File: src/sv/blsu_pkg.sv
// Shared constants and the command type of the Bresenham line stepper.
package blsu_pkg;

    // Coordinate width of the endpoint and pixel fields.
    localparam int COORD_BITS = 12;
    // Signed endpoint differences need one bit more than a coordinate.
    localparam int DELTA_BITS = COORD_BITS + 1;
    // The error term swings between minus and plus twice the largest delta.
    localparam int ERR_BITS = COORD_BITS + 3;

    // Queue between the front and the back; the depth must be a power of two.
    localparam int QUEUE_DEPTH = 2;
    localparam int QUEUE_PTR_BITS = $clog2(QUEUE_DEPTH);
    localparam int QUEUE_CNT_BITS = $clog2(QUEUE_DEPTH + 1);

    // Action codes of an input item.
    localparam logic ACTION_START = 1'b0;
    localparam logic ACTION_ADVANCE = 1'b1;

    // A classified item as it travels from the front to the back.
    typedef struct packed {
        logic                         is_start;
        logic signed [COORD_BITS-1:0] start_x;
        logic signed [COORD_BITS-1:0] start_y;
        logic signed [COORD_BITS-1:0] goal_x;
        logic signed [COORD_BITS-1:0] goal_y;
        logic                         x_neg;
        logic                         y_neg;
        logic                         x_major;
        logic signed [ERR_BITS-1:0]   err_init;
        logic signed [ERR_BITS-1:0]   err_minor;
        logic signed [ERR_BITS-1:0]   err_both;
        logic [31:0]                  color;
    } cmd_t;

endpackage

File: src/sv/blsu_front.sv
// Front part: classifies an input item and works out the line setup of a start item.
module blsu_front
(
    input  logic                                 cmd_valid,
    input  logic                                 action,
    input  logic signed [blsu_pkg::COORD_BITS-1:0] start_x,
    input  logic signed [blsu_pkg::COORD_BITS-1:0] start_y,
    input  logic signed [blsu_pkg::COORD_BITS-1:0] end_x,
    input  logic signed [blsu_pkg::COORD_BITS-1:0] end_y,
    input  logic [31:0]                          line_color,
    input  logic                                 queue_full,
    output logic                                 cmd_stall,
    output logic                                 push,
    output blsu_pkg::cmd_t                       cmd
);

    logic signed [blsu_pkg::DELTA_BITS-1:0] dx;
    logic signed [blsu_pkg::DELTA_BITS-1:0] dy;
    logic [blsu_pkg::DELTA_BITS-1:0]        abs_dx;
    logic [blsu_pkg::DELTA_BITS-1:0]        abs_dy;
    logic [blsu_pkg::DELTA_BITS-1:0]        twice_dx;
    logic [blsu_pkg::DELTA_BITS-1:0]        twice_dy;
    logic                                   x_major;
    logic [blsu_pkg::DELTA_BITS-1:0]        twice_minor;
    logic [blsu_pkg::DELTA_BITS-1:0]        twice_major;
    logic [blsu_pkg::DELTA_BITS-1:0]        abs_major;

    assign dx = blsu_pkg::DELTA_BITS'(end_x) - blsu_pkg::DELTA_BITS'(start_x);
    assign dy = blsu_pkg::DELTA_BITS'(end_y) - blsu_pkg::DELTA_BITS'(start_y);

    assign abs_dx = dx[blsu_pkg::DELTA_BITS-1] ? -dx : dx;
    assign abs_dy = dy[blsu_pkg::DELTA_BITS-1] ? -dy : dy;

    // The absolute difference fits in a coordinate width, so doubling cannot overflow.
    assign twice_dx = {abs_dx[blsu_pkg::DELTA_BITS-2:0], 1'b0};
    assign twice_dy = {abs_dy[blsu_pkg::DELTA_BITS-2:0], 1'b0};

    assign x_major = twice_dx > twice_dy;
    assign twice_minor = x_major ? twice_dy : twice_dx;
    assign twice_major = x_major ? twice_dx : twice_dy;
    assign abs_major = x_major ? abs_dx : abs_dy;

    assign cmd_stall = queue_full;
    assign push = cmd_valid && !queue_full;

    always_comb
    begin
        cmd.is_start = (action == blsu_pkg::ACTION_START);
        cmd.start_x = start_x;
        cmd.start_y = start_y;
        cmd.goal_x = end_x;
        cmd.goal_y = end_y;
        cmd.x_neg = dx[blsu_pkg::DELTA_BITS-1];
        cmd.y_neg = dy[blsu_pkg::DELTA_BITS-1];
        cmd.x_major = x_major;
        cmd.err_init = $signed(blsu_pkg::ERR_BITS'(twice_minor))
                     - $signed(blsu_pkg::ERR_BITS'(abs_major));
        cmd.err_minor = $signed(blsu_pkg::ERR_BITS'(twice_minor));
        cmd.err_both = $signed(blsu_pkg::ERR_BITS'(twice_minor))
                     - $signed(blsu_pkg::ERR_BITS'(twice_major));
        cmd.color = line_color;
    end

endmodule

File: src/sv/blsu_queue.sv
// Short queue of classified items between the front and the back.
module blsu_queue
(
    input  logic           clk,
    input  logic           rst_n,
    input  logic           push,
    input  blsu_pkg::cmd_t push_cmd,
    input  logic           pop,
    output logic           full,
    output logic           head_valid,
    output blsu_pkg::cmd_t head_cmd
);

    blsu_pkg::cmd_t                      mem_reg [blsu_pkg::QUEUE_DEPTH];
    logic [blsu_pkg::QUEUE_PTR_BITS-1:0] wr_ptr_reg;
    logic [blsu_pkg::QUEUE_PTR_BITS-1:0] wr_ptr_next;
    logic [blsu_pkg::QUEUE_PTR_BITS-1:0] rd_ptr_reg;
    logic [blsu_pkg::QUEUE_PTR_BITS-1:0] rd_ptr_next;
    logic [blsu_pkg::QUEUE_CNT_BITS-1:0] count_reg;
    logic [blsu_pkg::QUEUE_CNT_BITS-1:0] count_next;
    logic                                do_pop;

    assign full = (count_reg == blsu_pkg::QUEUE_CNT_BITS'(blsu_pkg::QUEUE_DEPTH));
    assign head_valid = (count_reg != '0);
    assign head_cmd = mem_reg[rd_ptr_reg];
    assign do_pop = pop && head_valid;

    always_comb
    begin
        wr_ptr_next = push ? wr_ptr_reg + 1'b1 : wr_ptr_reg;
        rd_ptr_next = do_pop ? rd_ptr_reg + 1'b1 : rd_ptr_reg;
        count_next = count_reg;
        if (push && !do_pop)
        begin
            count_next = count_reg + 1'b1;
        end
        else if (do_pop && !push)
        begin
            count_next = count_reg - 1'b1;
        end
    end

    always_ff @(posedge clk or negedge rst_n)
    begin
        if (!rst_n)
        begin
            wr_ptr_reg <= '0;
            rd_ptr_reg <= '0;
            count_reg <= '0;
        end
        else
        begin
            wr_ptr_reg <= wr_ptr_next;
            rd_ptr_reg <= rd_ptr_next;
            count_reg <= count_next;
        end
    end

    always_ff @(posedge clk)
    begin
        if (push)
        begin
            mem_reg[wr_ptr_reg] <= push_cmd;
        end
    end

`ifndef NO_ASSERTIONS
    assert property (@(posedge clk) disable iff (!rst_n)
        count_reg <= blsu_pkg::QUEUE_CNT_BITS'(blsu_pkg::QUEUE_DEPTH))
        else $error("queue holds more items than its depth");

    assert property (@(posedge clk) disable iff (!rst_n)
        (push && !do_pop) |=> (count_reg == $past(count_reg) + 1'b1))
        else $error("queue count did not grow on a lone write");

    assert property (@(posedge clk) disable iff (!rst_n)
        (count_reg == '0) |-> (rd_ptr_reg == wr_ptr_reg))
        else $error("empty queue with pointers apart");
`endif

endmodule

File: src/sv/blsu_back.sv
// Back part: holds the line state, steps the error term and drives the pixel register.
module blsu_back
(
    input  logic                                   clk,
    input  logic                                   rst_n,
    input  logic                                   head_valid,
    input  blsu_pkg::cmd_t                         head_cmd,
    output logic                                   pop,
    output logic                                   pix_valid,
    input  logic                                   pix_stall,
    output logic signed [blsu_pkg::COORD_BITS-1:0] pixel_x,
    output logic signed [blsu_pkg::COORD_BITS-1:0] pixel_y,
    output logic [31:0]                            pixel_color,
    output logic                                   last
);

    logic signed [blsu_pkg::COORD_BITS-1:0] cur_x_reg;
    logic signed [blsu_pkg::COORD_BITS-1:0] cur_x_next;
    logic signed [blsu_pkg::COORD_BITS-1:0] cur_y_reg;
    logic signed [blsu_pkg::COORD_BITS-1:0] cur_y_next;
    logic signed [blsu_pkg::COORD_BITS-1:0] goal_x_reg;
    logic signed [blsu_pkg::COORD_BITS-1:0] goal_x_next;
    logic signed [blsu_pkg::COORD_BITS-1:0] goal_y_reg;
    logic signed [blsu_pkg::COORD_BITS-1:0] goal_y_next;
    logic signed [blsu_pkg::ERR_BITS-1:0]   err_reg;
    logic signed [blsu_pkg::ERR_BITS-1:0]   err_next;
    logic signed [blsu_pkg::ERR_BITS-1:0]   err_minor_reg;
    logic signed [blsu_pkg::ERR_BITS-1:0]   err_minor_next;
    logic signed [blsu_pkg::ERR_BITS-1:0]   err_both_reg;
    logic signed [blsu_pkg::ERR_BITS-1:0]   err_both_next;
    logic                                   x_neg_reg;
    logic                                   x_neg_next;
    logic                                   y_neg_reg;
    logic                                   y_neg_next;
    logic                                   x_major_reg;
    logic                                   x_major_next;
    logic                                   active_reg;
    logic                                   active_next;
    logic [31:0]                            color_reg;
    logic [31:0]                            color_next;

    logic                                   pix_valid_reg;
    logic                                   pix_valid_next;
    logic signed [blsu_pkg::COORD_BITS-1:0] pixel_x_reg;
    logic signed [blsu_pkg::COORD_BITS-1:0] pixel_x_next;
    logic signed [blsu_pkg::COORD_BITS-1:0] pixel_y_reg;
    logic signed [blsu_pkg::COORD_BITS-1:0] pixel_y_next;
    logic [31:0]                            pixel_color_reg;
    logic [31:0]                            pixel_color_next;
    logic                                   last_reg;
    logic                                   last_next;

    logic                                   take;
    logic                                   emit;
    logic                                   fin;
    logic                                   minor_step;
    logic signed [blsu_pkg::COORD_BITS-1:0] step_x;
    logic signed [blsu_pkg::COORD_BITS-1:0] step_y;
    logic signed [blsu_pkg::COORD_BITS-1:0] adv_x;
    logic signed [blsu_pkg::COORD_BITS-1:0] adv_y;

    // The head item is taken whenever the pixel register is free or being emptied.
    assign take = head_valid && (!pix_valid_reg || !pix_stall);
    assign pop = take;

    assign minor_step = !err_reg[blsu_pkg::ERR_BITS-1];
    assign step_x = x_neg_reg ? '1 : blsu_pkg::COORD_BITS'(1);
    assign step_y = y_neg_reg ? '1 : blsu_pkg::COORD_BITS'(1);
    assign adv_x = (x_major_reg || minor_step) ? cur_x_reg + step_x : cur_x_reg;
    assign adv_y = (!x_major_reg || minor_step) ? cur_y_reg + step_y : cur_y_reg;

    always_comb
    begin
        cur_x_next = cur_x_reg;
        cur_y_next = cur_y_reg;
        goal_x_next = goal_x_reg;
        goal_y_next = goal_y_reg;
        err_next = err_reg;
        err_minor_next = err_minor_reg;
        err_both_next = err_both_reg;
        x_neg_next = x_neg_reg;
        y_neg_next = y_neg_reg;
        x_major_next = x_major_reg;
        color_next = color_reg;
        emit = 1'b0;

        if (take && head_cmd.is_start)
        begin
            cur_x_next = head_cmd.start_x;
            cur_y_next = head_cmd.start_y;
            goal_x_next = head_cmd.goal_x;
            goal_y_next = head_cmd.goal_y;
            err_next = head_cmd.err_init;
            err_minor_next = head_cmd.err_minor;
            err_both_next = head_cmd.err_both;
            x_neg_next = head_cmd.x_neg;
            y_neg_next = head_cmd.y_neg;
            x_major_next = head_cmd.x_major;
            color_next = head_cmd.color;
            emit = 1'b1;
        end
        else if (take && active_reg)
        begin
            cur_x_next = adv_x;
            cur_y_next = adv_y;
            err_next = err_reg + (minor_step ? err_both_reg : err_minor_reg);
            emit = 1'b1;
        end

        fin = x_major_next ? (cur_x_next == goal_x_next) : (cur_y_next == goal_y_next);
        active_next = emit ? !fin : active_reg;

        pix_valid_next = emit || (pix_valid_reg && pix_stall);
        pixel_x_next = emit ? cur_x_next : pixel_x_reg;
        pixel_y_next = emit ? cur_y_next : pixel_y_reg;
        pixel_color_next = emit ? color_next : pixel_color_reg;
        last_next = emit ? fin : last_reg;
    end

    always_ff @(posedge clk or negedge rst_n)
    begin
        if (!rst_n)
        begin
            cur_x_reg <= '0;
            cur_y_reg <= '0;
            goal_x_reg <= '0;
            goal_y_reg <= '0;
            err_reg <= '0;
            err_minor_reg <= '0;
            err_both_reg <= '0;
            x_neg_reg <= 1'b0;
            y_neg_reg <= 1'b0;
            x_major_reg <= 1'b0;
            active_reg <= 1'b0;
            color_reg <= '0;
            pix_valid_reg <= 1'b0;
            last_reg <= 1'b0;
        end
        else
        begin
            cur_x_reg <= cur_x_next;
            cur_y_reg <= cur_y_next;
            goal_x_reg <= goal_x_next;
            goal_y_reg <= goal_y_next;
            err_reg <= err_next;
            err_minor_reg <= err_minor_next;
            err_both_reg <= err_both_next;
            x_neg_reg <= x_neg_next;
            y_neg_reg <= y_neg_next;
            x_major_reg <= x_major_next;
            active_reg <= active_next;
            color_reg <= color_next;
            pix_valid_reg <= pix_valid_next;
            last_reg <= last_next;
        end
    end

    always_ff @(posedge clk)
    begin
        pixel_x_reg <= pixel_x_next;
        pixel_y_reg <= pixel_y_next;
        pixel_color_reg <= pixel_color_next;
    end

    assign pix_valid = pix_valid_reg;
    assign pixel_x = pixel_x_reg;
    assign pixel_y = pixel_y_reg;
    assign pixel_color = pixel_color_reg;
    assign last = last_reg;

`ifndef NO_ASSERTIONS
    assert property (@(posedge clk) disable iff (!rst_n)
        (pix_valid_reg && last_reg) |-> !active_reg)
        else $error("line still active while its final pixel waits");

    assert property (@(posedge clk) disable iff (!rst_n)
        !$past(take) |-> ($stable(cur_x_reg) && $stable(cur_y_reg) && $stable(err_reg)))
        else $error("line state moved without a taken item");

    assert property (@(posedge clk) disable iff (!rst_n)
        (take && !head_cmd.is_start && !active_reg && !(pix_valid_reg && pix_stall))
        |=> !pix_valid_reg)
        else $error("advance with no line produced a pixel");
`endif

endmodule

File: src/sv/bresenham_line_stepper_unit.sv
// Top level of the Bresenham line stepper: front, item queue and stepping back end.
//
// This block rasterizes straight lines one pixel per item. A start item
// (action 0) loads both endpoints and a color and yields the first pixel;
// each advance item (action 1) yields the next pixel of the line, and the
// pixel whose major coordinate reaches the end point carries last. An
// advance item with no line in progress is taken and yields nothing, and a
// start item in the middle of a line drops the old line. The block sustains
// one item per clock while the output is not stalled: the pixel step is a
// single add on the registered error term in the back end, and that loop
// sets the rate. An accepted item is written into the two-entry item queue,
// and its pixel is then registered in the back end's output register. Items
// are taken while a pixel waits on a stalled output until the queue fills.
module bresenham_line_stepper_unit
(
    input  logic                                   clk,
    input  logic                                   rst_n,
    input  logic                                   cmd_valid,
    output logic                                   cmd_stall,
    input  logic                                   action,
    input  logic signed [blsu_pkg::COORD_BITS-1:0] start_x,
    input  logic signed [blsu_pkg::COORD_BITS-1:0] start_y,
    input  logic signed [blsu_pkg::COORD_BITS-1:0] end_x,
    input  logic signed [blsu_pkg::COORD_BITS-1:0] end_y,
    input  logic [31:0]                            line_color,
    output logic                                   pix_valid,
    input  logic                                   pix_stall,
    output logic signed [blsu_pkg::COORD_BITS-1:0] pixel_x,
    output logic signed [blsu_pkg::COORD_BITS-1:0] pixel_y,
    output logic [31:0]                            pixel_color,
    output logic                                   last
);

    // Items flow front -> queue -> back; the queue lets each side stall on its own.
    logic           push;
    logic           queue_full;
    logic           head_valid;
    logic           pop;
    blsu_pkg::cmd_t front_cmd;
    blsu_pkg::cmd_t head_cmd;

    // The front classifies the item and, for a start, computes deltas, step
    // signs, major axis and the initial error term.
    blsu_front u_front
    (
        .cmd_valid  (cmd_valid),
        .action     (action),
        .start_x    (start_x),
        .start_y    (start_y),
        .end_x      (end_x),
        .end_y      (end_y),
        .line_color (line_color),
        .queue_full (queue_full),
        .cmd_stall  (cmd_stall),
        .push       (push),
        .cmd        (front_cmd)
    );

    blsu_queue u_queue
    (
        .clk        (clk),
        .rst_n      (rst_n),
        .push       (push),
        .push_cmd   (front_cmd),
        .pop        (pop),
        .full       (queue_full),
        .head_valid (head_valid),
        .head_cmd   (head_cmd)
    );

    // The back end owns the line state and the output pixel register.
    blsu_back u_back
    (
        .clk         (clk),
        .rst_n       (rst_n),
        .head_valid  (head_valid),
        .head_cmd    (head_cmd),
        .pop         (pop),
        .pix_valid   (pix_valid),
        .pix_stall   (pix_stall),
        .pixel_x     (pixel_x),
        .pixel_y     (pixel_y),
        .pixel_color (pixel_color),
        .last        (last)
    );

endmodule
File: config.mk
export PLATFORM = sky130hd
export DESIGN_NAME = bresenham_line_stepper_unit
export DESIGN_NICKNAME = d
export VERILOG_FILES = /design/src/sv/blsu_pkg.sv /design/src/sv/blsu_front.sv /design/src/sv/blsu_queue.sv /design/src/sv/blsu_back.sv /design/src/sv/bresenham_line_stepper_unit.sv
export SDC_FILE = /design/constraint.sdc
export NUM_CORES = 1
export LEC_CHECK = 0
export BUFFER_PORTS_ARGS = -buffer_cell sky130_fd_sc_hd__buf_2
export CAP_MARGIN = 10
export CORE_UTILIZATION = 60
export CTS_CLUSTER_SIZE = 20
export DETAILED_ROUTE_END_ITERATION = 6
export PLACE_DENSITY = 0.78
export SYNTH_ARGS = -nofsm -noshare
export SYNTH_HDL_FRONTEND = slang
export SYNTH_SLANG_ARGS = --single-unit
File: constraint.sdc
create_clock -name clk -period 12.3 [get_ports clk]
set_input_delay 0.615 -clock clk [delete_from_list [all_inputs] [get_ports clk]]
set_output_delay 0.615 -clock clk [all_outputs]
set_load 0.05 [all_outputs]
# Yosys cells after proc, flatten, opt, wreduce, memory -nomap -nowiden

Memories as Yosys holds them, arrays and structs flattened.
Index checks and enable logic that the tools add are counted.

Equality and inequality tests: 3
Add/sub/neg operators: 13
Magnitude comparators: 1
Multiplexer cells: 27
Bitwise logic cells: 1
Reduce and logical (&&, ||, !) cells: 23

Operator list:

| cell                | number |
|---|---|
| $mux 12             | 10 |
| $mux 13             | 5 |
| $mux 15             | 3 |
| $mux 32             | 1 |
| $sub 13x13->14      | 2 |
| $neg 13->13         | 2 |
| $sub 12x12->13      | 2 |
| $add 12x12->12      | 2 |
| $eq 12x12->1        | 2 |
| $add 15x15->15      | 1 |
| $gt 13x13->1        | 1 |
| $logic_and 1x1->1   | 8 |
| $logic_not 1->1     | 8 |
| $mux 1              | 6 |
| $reduce_bool 2->1   | 3 |
| $logic_or 1x1->1    | 4 |
| $mux 2              | 2 |
| $add 1x1->1 const B | 2 |
| $add 2x1->2 const B | 1 |
| $eq 2x2->1 const B  | 1 |
| $sub 2x1->2 const B | 1 |
| $not 1->1           | 1 |

Bits in registers: 191
Logic and storage cells: 89
Memories: 1
Output and inout bits: 59
Memory bits (writable): 254
Input bits: 85

Memories:

| memory          | depth | bits a word | rd ports | clocked after Yosys merged registers in | write ports | RTL line         | source |
|---|---|---|---|---|---|---|---|
| u_queue.mem_reg | 2     | 127         | 1        | 0                                       | 1           | blsu_queue.sv:14 | `blsu_pkg::cmd_t mem_reg [blsu_pkg::QUEUE_DEPTH];` |

# Longest topological paths before layout

Gate-level depths: netlist of the first run.

Depth in word-level cells: 9
Gate-level depth with buffers: 37
Mapped depth without buffers: 34

# By module

From an unflattened synthesis of the first run, not the netlist that was laid out.

Cell total of the unflattened synthesis: 2032
Area total of the unflattened synthesis: 23477.5 µm²

By module, submodules not included:

| module     | cells each | area each (µm²) | sequential area each (µm²) | instances |
|---|---|---|---|---|
| blsu_back  | 975        | 9565.4          | 4959.8                     | 1 |
| blsu_queue | 417        | 9524.1          | 7847.5                     | 1 |
| blsu_front | 640        | 4388.0          | 0.0                        | 1 |

# Least setup slack after synthesis of the first run

OpenSTA, ideal clock, no wires.

Kind: input to register
From: input end_y[0] (netlist name)
To: memory u_queue.mem_reg[0][72] (netlist name) (data pin)
Setup time: 0.262 ns
Stages on the path: 34
Path buffers: 3
Setup slack: 5.109 ns
Data arrival time: 6.929 ns
Data required time: 12.038 ns
Cells stage by stage: inv_1 -> ha_1 -> fa_1 -> nor2b_1 -> o2111ai_1 -> a31oi_1 -> o21ai_1 -> a31oi_2 -> inv_1 -> mux2i_1 -> inv_1 -> ha_1 -> nor2b_1 -> o21a_1 -> o21ai_0 -> nand2b_1 -> a221oi_1 -> a41oi_1 -> maj3_2 -> a21oi_4 -> inv_4 -> buf_2 -> buf_1 -> clkbuf_1 -> nand2_1 -> o21ai_0 -> ha_1 -> o21bai_1 -> o311ai_1 -> o21ai_1 -> o211ai_1 -> a31oi_1 -> a21oi_1 -> xnor2_1

RTL lines:

| item        | RTL line                          | source |
|---|---|---|
| from (decl) | bresenham_line_stepper_unit.sv:24 | `input logic signed [blsu_pkg::COORD_BITS-1:0] end_y,` |
| to (decl)   | blsu_queue.sv:14                  |  |

==> results by group, run 1 <==
Outcome
  • Status: completed

Setup path
  • Reg2Reg Launch Point: u_back.x_neg_reg
  • CP max stage delay: 0.65 ns
  • Worst setup SP type: primary input
  • Bufs and invs on worst path: 5
  • CP top delay family: compound AO/OA/AOI/OAI gates
  • Slowest cell on crit path: o21ai_1
  • R2r endpoint: u_back.last
  • Setup crit end kind: flip-flop
  • Critical path type: primary input to flip-flop
  • Cell count of the worst reg-to-reg path: 16
  • Crit Path Max Fanout: 37
  • Worst path arrival time: roughly 8.2 ns
  • Crit-path most repeated cell: ha_1
  • Req. time, crit path: 12.59 ns
  • R2r setup slk: between 7 and 8 ns

Logic synthesis
  • Commonest cells post-synth: 300 x edfxtp_1, 160 x nand2_1, 132 x mux2i_1
  • Synth Net Count: 1888
  • Seq/Total Area, Yosys: 0.587
  • Post-Syn Area: 20900 um2
  • Ys flop type: edfxtp_1
  • Register bit count reported by yosys: 429
  • Post-synth top area share: 0.432
  • Number of synthesized flops with an enable pin: 300
  • Top-count cell post-synth: edfxtp_1
  • Synth cell types: 88
  • Synth top area cells: edfxtp_1 43%, dfrtp_1 15%, mux2i_1 6.3%
  • Post-Synthesis Cells: 1722
  • Fraction of registers with async set/reset: 0.301
  • Leading area contributor after synthesis: edfxtp_1
  • Synth warn: 0
  • Syn avg cell area: between 10 and 15 um2

STA
  • Final setup fails: 0
  • Setup_tns: 0 ns
  • Period utilization: 0.645
  • Fin. Hold Viols: 0
  • Max Fclk: 0.126 GHz
  • Crit path time final: 7.93 ns
  • Worst Clk Skew: 0.0160 ns
  • Worst Max-Slew Pin Slew: 1.04 ns
  • RSZ-0062 raised after global routing: false
  • Slew Limit Fails: 0
  • Worst slew margin: 0.300

Clock network
  • H-tree depth: 2
  • Sink Count: 429
  • CTS root buf: clkbuf_16
  • Clk slew on worst S/H paths: 0.06 ns
  • CTS tree: yes
  • Worst skew pair latency: 0.56 ns
  • Clk buf depth: 3
  • Post-cts gate resize count: 0
  • Total CTS buffers: between 40 and 50
  • # Post-CTS Setup Buffers: 0
  • CTS Hold Bufs: 0

Detailed routing
  • Antenna-violating nets left: 0
  • Pre-antenna DRT Iters: 5
  • Vias: 14.0k
  • Routed len/inst: 19.9 um
  • Vias per inst: a little under 6
  • Drt initial violations: 951
  • WL final: 46600 um
  • Drt drc: 0

Cells and area
  • Layout cells sized above 1: 0.149
  • Fin nets: between 2k and 2.5k
  • Design area: 23400 um2
  • Max reg flops: between 200 and 250
  • Layout Area Growth over Synthesis: 12.4%

GRT
  • Tot GR Track Use: 0.265
  • Vias in the first global route: 13.7k
  • First-pass GRT wire length: 74000 um
  • Initial antenna violation count: 0
  • Grt ovf: 0
  • Largest net degree at the start of global routing: roughly 80

Die
  • Site row count: 67
  • I/O pin cnt: 144
  • Die area: between 30000 and 40000 um2
  • Die Wd: around 190 um
  • Vert. Die Dim: 188 um
  • Initial Util: 0.616
  • CORE AREA: roughly 34000 um2

Placed design
  • Area after DPL: 22000 um2
  • IO Port Bufs: between 100 and 150
  • GP Congestion: 0.901
  • HPWL after DPL: 31000 um

Job
  • Max-cap violations: 0

Hold path
  • HP Class: primary input to async pin
[placed cells by master (no fill, tap or decap), types with 6 or more instances in the layout]
cell         n
o21bai_1    21
a21oi_1    103
xnor2_1     87
o21ai_1     12
a22oi_1      8
a211o_1      8
nor2b_1     18
a211oi_1    27
nor2_1      86
a31oi_1     17
mux2_2      17
xor2_1      32
o211ai_1     9
nand2_1    158
ha_1        76
clkinv_1     7
or2_2        6
nand2b_1    13
buf_4       19
buf_2      142
nand3_1     17
clkinv_2    12
clkbuf_1    11
nor3_1      17
mux2i_1    132
or3_1       10
dfrtp_1    128
and3_1       7
o21a_1      12
edfxtp_1   300
inv_1       79
clkbuf_16   44
and2_1       9
o21ai_0    122
a21o_1       9
[worst reg2reg max path: cells and delay by family, from the launching register on]
| kind | cells | cell delay [ns] |
|---|---|---|
| DFF | 1 | 0.75 |
| xor gates and xnor gates | 2 | 0.29 |
| AOI/OAI and AO/OA | 10 | 2.76 |
| and+or+nand+nor | 2 | 0.42 |
| muxes | 1 | 0.27 |
| adders and majority gates | 1 | 0.35 |
[final cells by class]
type / count / area (um2)
clock buffer: 56 / 1160
fill: 2407 / 10400
antenna: 1 / 2.50
inverter: 83 / 314
tap: 448 / 561
timing repair buffer: 162 / 865
multi-input combinational: 1142 / 8060
clock inverter: 26 / 249
sequential: 429 / 12200
[how the worst max path moves through the flow]
stage | startpoint | endpoint | slack (ns) | cells past startpoint
final | end_x[0] | u_queue.mem_reg[1][72] | 4.37 | 31
after global routing | end_x[0] | u_queue.mem_reg[0][70] | 3.70 | 30
after CTS | end_x[0] | u_queue.mem_reg[1][72] | 4.47 | 31
after detailed placement | end_x[0] | u_queue.mem_reg[0][72] | 3.96 | 31
after global placement | end_x[0] | u_queue.mem_reg[0][72] | 4.29 | 31
after floorplan | end_y[0] | u_queue.mem_reg[0][72] | 5.11 | 34
[metrics by stage]
step           cells  utilization  worst slack [ns]  hold slack, ns
2_1_floorplan   1722            -              5.11           0.319
3_3_place_gp    2264        0.651              4.29           0.458
3_5_place_dp    2264        0.651              3.96           0.469
4_1_cts         2346        0.692              4.47          0.0830
5_1_grt         2346        0.692              3.70           0.109
6_report        2347        0.692              4.37          0.0725
[logic make-up (layout without fill, tap and decap cells)]
logic type | count (synthesis) | after routing | synth area share
xor gates and xnor gates | 119 | 119 | 0.0500
buffers and inverters | 151 | 327 | 0.0285
muxes | 150 | 150 | 0.0730
adders and majority gates | 86 | 86 | 0.0528
AOI/OAI and AO/OA | 407 | 407 | 0.124
other | 0 | 1 | 0
DFF | 429 | 429 | 0.587
and+or+nand+nor | 380 | 380 | 0.0848
[routing by layer]
| metal | track usage | up-vias | part of all wire |
|---|---|---|---|
| met3 | 0.0346 | 78 | 0.060 |
| met1 | 0.363 | 6809 | 0.43 |
| met2 | 0.445 | 473 | 0.49 |
| met4 | 0.0726 | 0 | 0.024 |
| met5 | 0 | - | 0 |
| li1 | - | 6595 | - |
Power of run 1 is not shown: default switching activity piles up to over one toggle a cycle in this logic, so the estimate is an artifact.
==> run 2, diff against run 1 <==
--- a/config.mk
+++ b/config.mk
@@ -5,12 +5,13 @@
 export SDC_FILE = /design/constraint.sdc
 export NUM_CORES = 1
 export LEC_CHECK = 0
+export ABC_AREA = 1
 export BUFFER_PORTS_ARGS = -buffer_cell sky130_fd_sc_hd__buf_2
 export CAP_MARGIN = 10
-export CORE_UTILIZATION = 60
+export CORE_UTILIZATION = 55
 export CTS_CLUSTER_SIZE = 20
 export DETAILED_ROUTE_END_ITERATION = 6
-export PLACE_DENSITY = 0.78
+export PLACE_DENSITY = 0.75
 export SYNTH_ARGS = -nofsm -noshare
 export SYNTH_HDL_FRONTEND = slang
 export SYNTH_SLANG_ARGS = --single-unit
==> constraint.sdc (replaced) <==
create_clock -name clk -period 6.4 [get_ports clk]
set_input_delay 0.32 -clock clk [delete_from_list [all_inputs] [get_ports clk]]
set_output_delay 0.32 -clock clk [all_outputs]
set_load 0.05 [all_outputs]
==> run 2 against run 1 <==
Compared with the run above: non-clock buffer count grew 80; sequential share of layout area shrank 2.7 points; via count grew 18%; global-route usage grew 1.4 points; setup slack lost 3.7 ns; clock-buffer cell count shrank 2; synthesized area grew 2.4%; utilization shrank 4.1 points; register-to-register slack lost 6.0 ns; critical endpoint is now u_queue.mem_reg[1][43]; cell area grew 5.4%; clock skew grew 0.00092 ns.
==> results by group, run 2 <==
Outcome
  • Status: completed

Setup path
  • Critical path type: primary input to flip-flop
  • Crit-path most repeated cell: nand2_1
  • Setup crit end kind: flip-flop
  • CP max stage delay: 0.54 ns
  • Slowest cell on crit path: dlygate4sd3_1
  • CP top delay family: simple AND/OR/NAND/NOR gates
  • Worst setup SP type: primary input
  • Worst path arrival time: a little over 6 ns
  • Req. time, crit path: approximately 6.7 ns
  • Bufs and invs on worst path: 6
  • Crit Path Max Fanout: 28

Detailed routing
  • Vias per inst: 5.53
  • Vias: 16.5k
  • Routed len/inst: around 18 um
  • Antenna-violating nets left: 0
  • Routed wl met2: 25800 um
  • Drt drc: 0
  • WL final: approximately 54000 um
  • Top Metal Used: met4
  • Pre-antenna DRT Iters: 7
  • Drt initial violations: 1231
  • Metal-1 WL: about 23000 um
  • Met3 Wirelength: 3480 um

GRT
  • First-pass GRT wire length: 85500 um
  • Vias in the first global route: 16.3k
  • Initial antenna violation count: 3
  • Tot GR Track Use: 0.278
  • Grt ovf: 0
  • Largest net degree at the start of global routing: 123

Logic synthesis
  • Syn avg cell area: 9.60 um2
  • Post-Synth Adder-Cell Area: 0.0492
  • Compound-cell area share of the yosys netlist: 0.0887
  • Largest family of logic cells by synthesized area: simple AND/OR/NAND/NOR gates
  • Synth Net Count: 2393
  • Post-Synthesis Cells: 2227
  • Post-Syn Area: 21400 um2
  • Synth cell types: 59
  • Commonest cells post-synth: 641 x nand2_1, 300 x edfxtp_1, 208 x inv_1
  • Seq/Total Area, Yosys: 0.572
  • Leading area contributor after synthesis: edfxtp_1
  • Number of synthesized flops with an enable pin: 300
  • Register bit count reported by yosys: 429
  • Synth Area in Simple Gates: 0.207
  • Mux share of post-synthesis cell area: 0.000468
  • Fraction of registers with async set/reset: 0.301
  • XOR/XNOR share of the synthesized area: 0.0271
  • Synth top area cells: edfxtp_1 42%, dfrtp_1 15%, nand2_1 11%
  • Top-count cell post-synth: nand2_1
  • Ys flop type: edfxtp_1
  • Synth warn: 0
  • Post-synth top area share: 0.421

STA
  • Final setup fails: 0
  • Worst Clk Skew: 0.0169 ns
  • Slew Limit Fails: 0
  • Setup_tns: 0 ns
  • Max Fclk: 0.174 GHz
  • Worst Max-Slew Pin Slew: ~0.94 ns
  • RSZ-0062 raised after global routing: false
  • Fin. Hold Viols: 0
  • Period utilization: 0.897
  • Crit path time final: between 5 and 6 ns
  • Worst slew margin: 0.372

Job
  • Max-cap violations: 0

Die
  • CORE AREA: 37900 um2
  • I/O pin cnt: approximately 140
  • Site row count: 71
  • Vert. Die Dim: 199 um
  • Initial Util: 0.563
  • Die area: 39700 um2
  • Die Wd: roughly 200 um

Clock network
  • CTS root buf: clkbuf_16
  • Worst skew pair latency: just under 0.6 ns
  • H-tree depth: 2
  • Clk slew on worst S/H paths: 0.06 ns
  • CTS tree: yes
  • Clk buf depth: 3
  • Total CTS buffers: 43
  • Sink Count: 429

Placed design
  • IO Port Bufs: 143
  • HPWL after DPL: roughly 35000 um
  • GP Congestion: 0.917

Hold path
  • HP Class: primary input to flip-flop

Cells and area
  • Layout Area Growth over Synthesis: 15.6%
  • Most frequent cells in the layout: 640 x nand2_1, 300 x edfxtp_1, 206 x inv_1
  • Max reg flops: between 200 and 250
  • Most common cell after layout, fill and taps aside: nand2_1
  • Layout cells sized above 1: 0.134
  • Fin nets: 2608
[run 2: cell types whose count changed in the layout (fill, tap and decap cells not counted), moves of 82 or more]
cell / before / now
nor2_1: 86 / 169
nand2_1: 158 / 640
inv_1: 79 / 206
nand3_1: 17 / 110
dlygate4sd3_1: 0 / 82
mux2i_1: 132 / 1
[run 2: logic make-up after synthesis]
kind of cell	after synthesis
AOI/OAI and AO/OA	322
buffers and inverters	289
and+or+nand+nor	1041
muxes	1
xor gates and xnor gates	64
adders and majority gates	81
DFF	429
[run 2: what timing repair did]
action,4_1_cts,5_1_grt
gates resized for setup,0,0
hold buffers,82,0
endpoints found under the hold margin,232,0
setup buffers,0,0
[run 2: worst register-to-register path, stage by stage (launching register included)]
cell      delay, ns
dfrtp_1        0.38
nand2_1        0.10
o21ai_0        0.18
inv_1          0.17
nand2_1        0.24
nor2_1         0.50
clkinv_1       0.62
o21ai_0        0.38
a21boi_0       0.70
o22ai_1        0.20
nor4_1         0.61
nand4_1        0.17
a21oi_1        0.17
nand4_1        0.22
nand2_1        0.14
nand2_1        0.08
nand2_1        0.09
[run 2: worst paths after layout]
check / startpoint / endpoint / slack [ns] / cells after the start
min in group asynchronous: rst_n / u_back.goal_y_reg[4] / 0.33 / 2
setup reg to reg: u_back.pix_valid / u_back.last / 1.38 / 16
setup / recovery: start_x[0] / u_queue.mem_reg[1][43] / 0.66 / 36
hold / removal: start_x[1] / u_queue.mem_reg[0][115] / 0.02 / 1
hold reg to reg: u_back.active_reg / u_back.active_reg / 0.49 / 2
max in group asynchronous: rst_n / u_back.err_minor_reg[2] / 4.67 / 3
[run 2: metrics by stage]
step / std cells / area (um2) / util / setup slack [ns] / hold slack (ns)
2_1_floorplan: 2227 / 21400 / - / 0.115 / 0.0244
3_5_place_dp: 2826 / 22500 / 0.594 / 0.719 / 0.416
6_report: 2991 / 24700 / 0.651 / 0.660 / 0.0241
4_1_cts: 2988 / 24700 / 0.651 / 0.780 / 0.00332
3_3_place_gp: 2826 / 22500 / 0.594 / 0.819 / 0.415
5_1_grt: 2991 / 24700 / 0.651 / 0.0269 / 0.0294
[run 2: area by class of cell]
cell class              count  area (um2)
fillers                  2920       13200
flip-flops and latches    429       12200
multi-input cells        1509        7980
repair buffers            242        1680
clock buffers              54        1150
inverters                 217         822
well taps                 511         639
clock inverters            26         193
diodes                      3        7.51
[run 2: routing by layer]
layer	global-route usage	vias to the layer above
met4	0.0980	0
met2	0.470	583
li1	-	7910
met1	0.371	7939
met5	0	-
met3	0.0343	103
Power of run 2 is left out for the same reason.
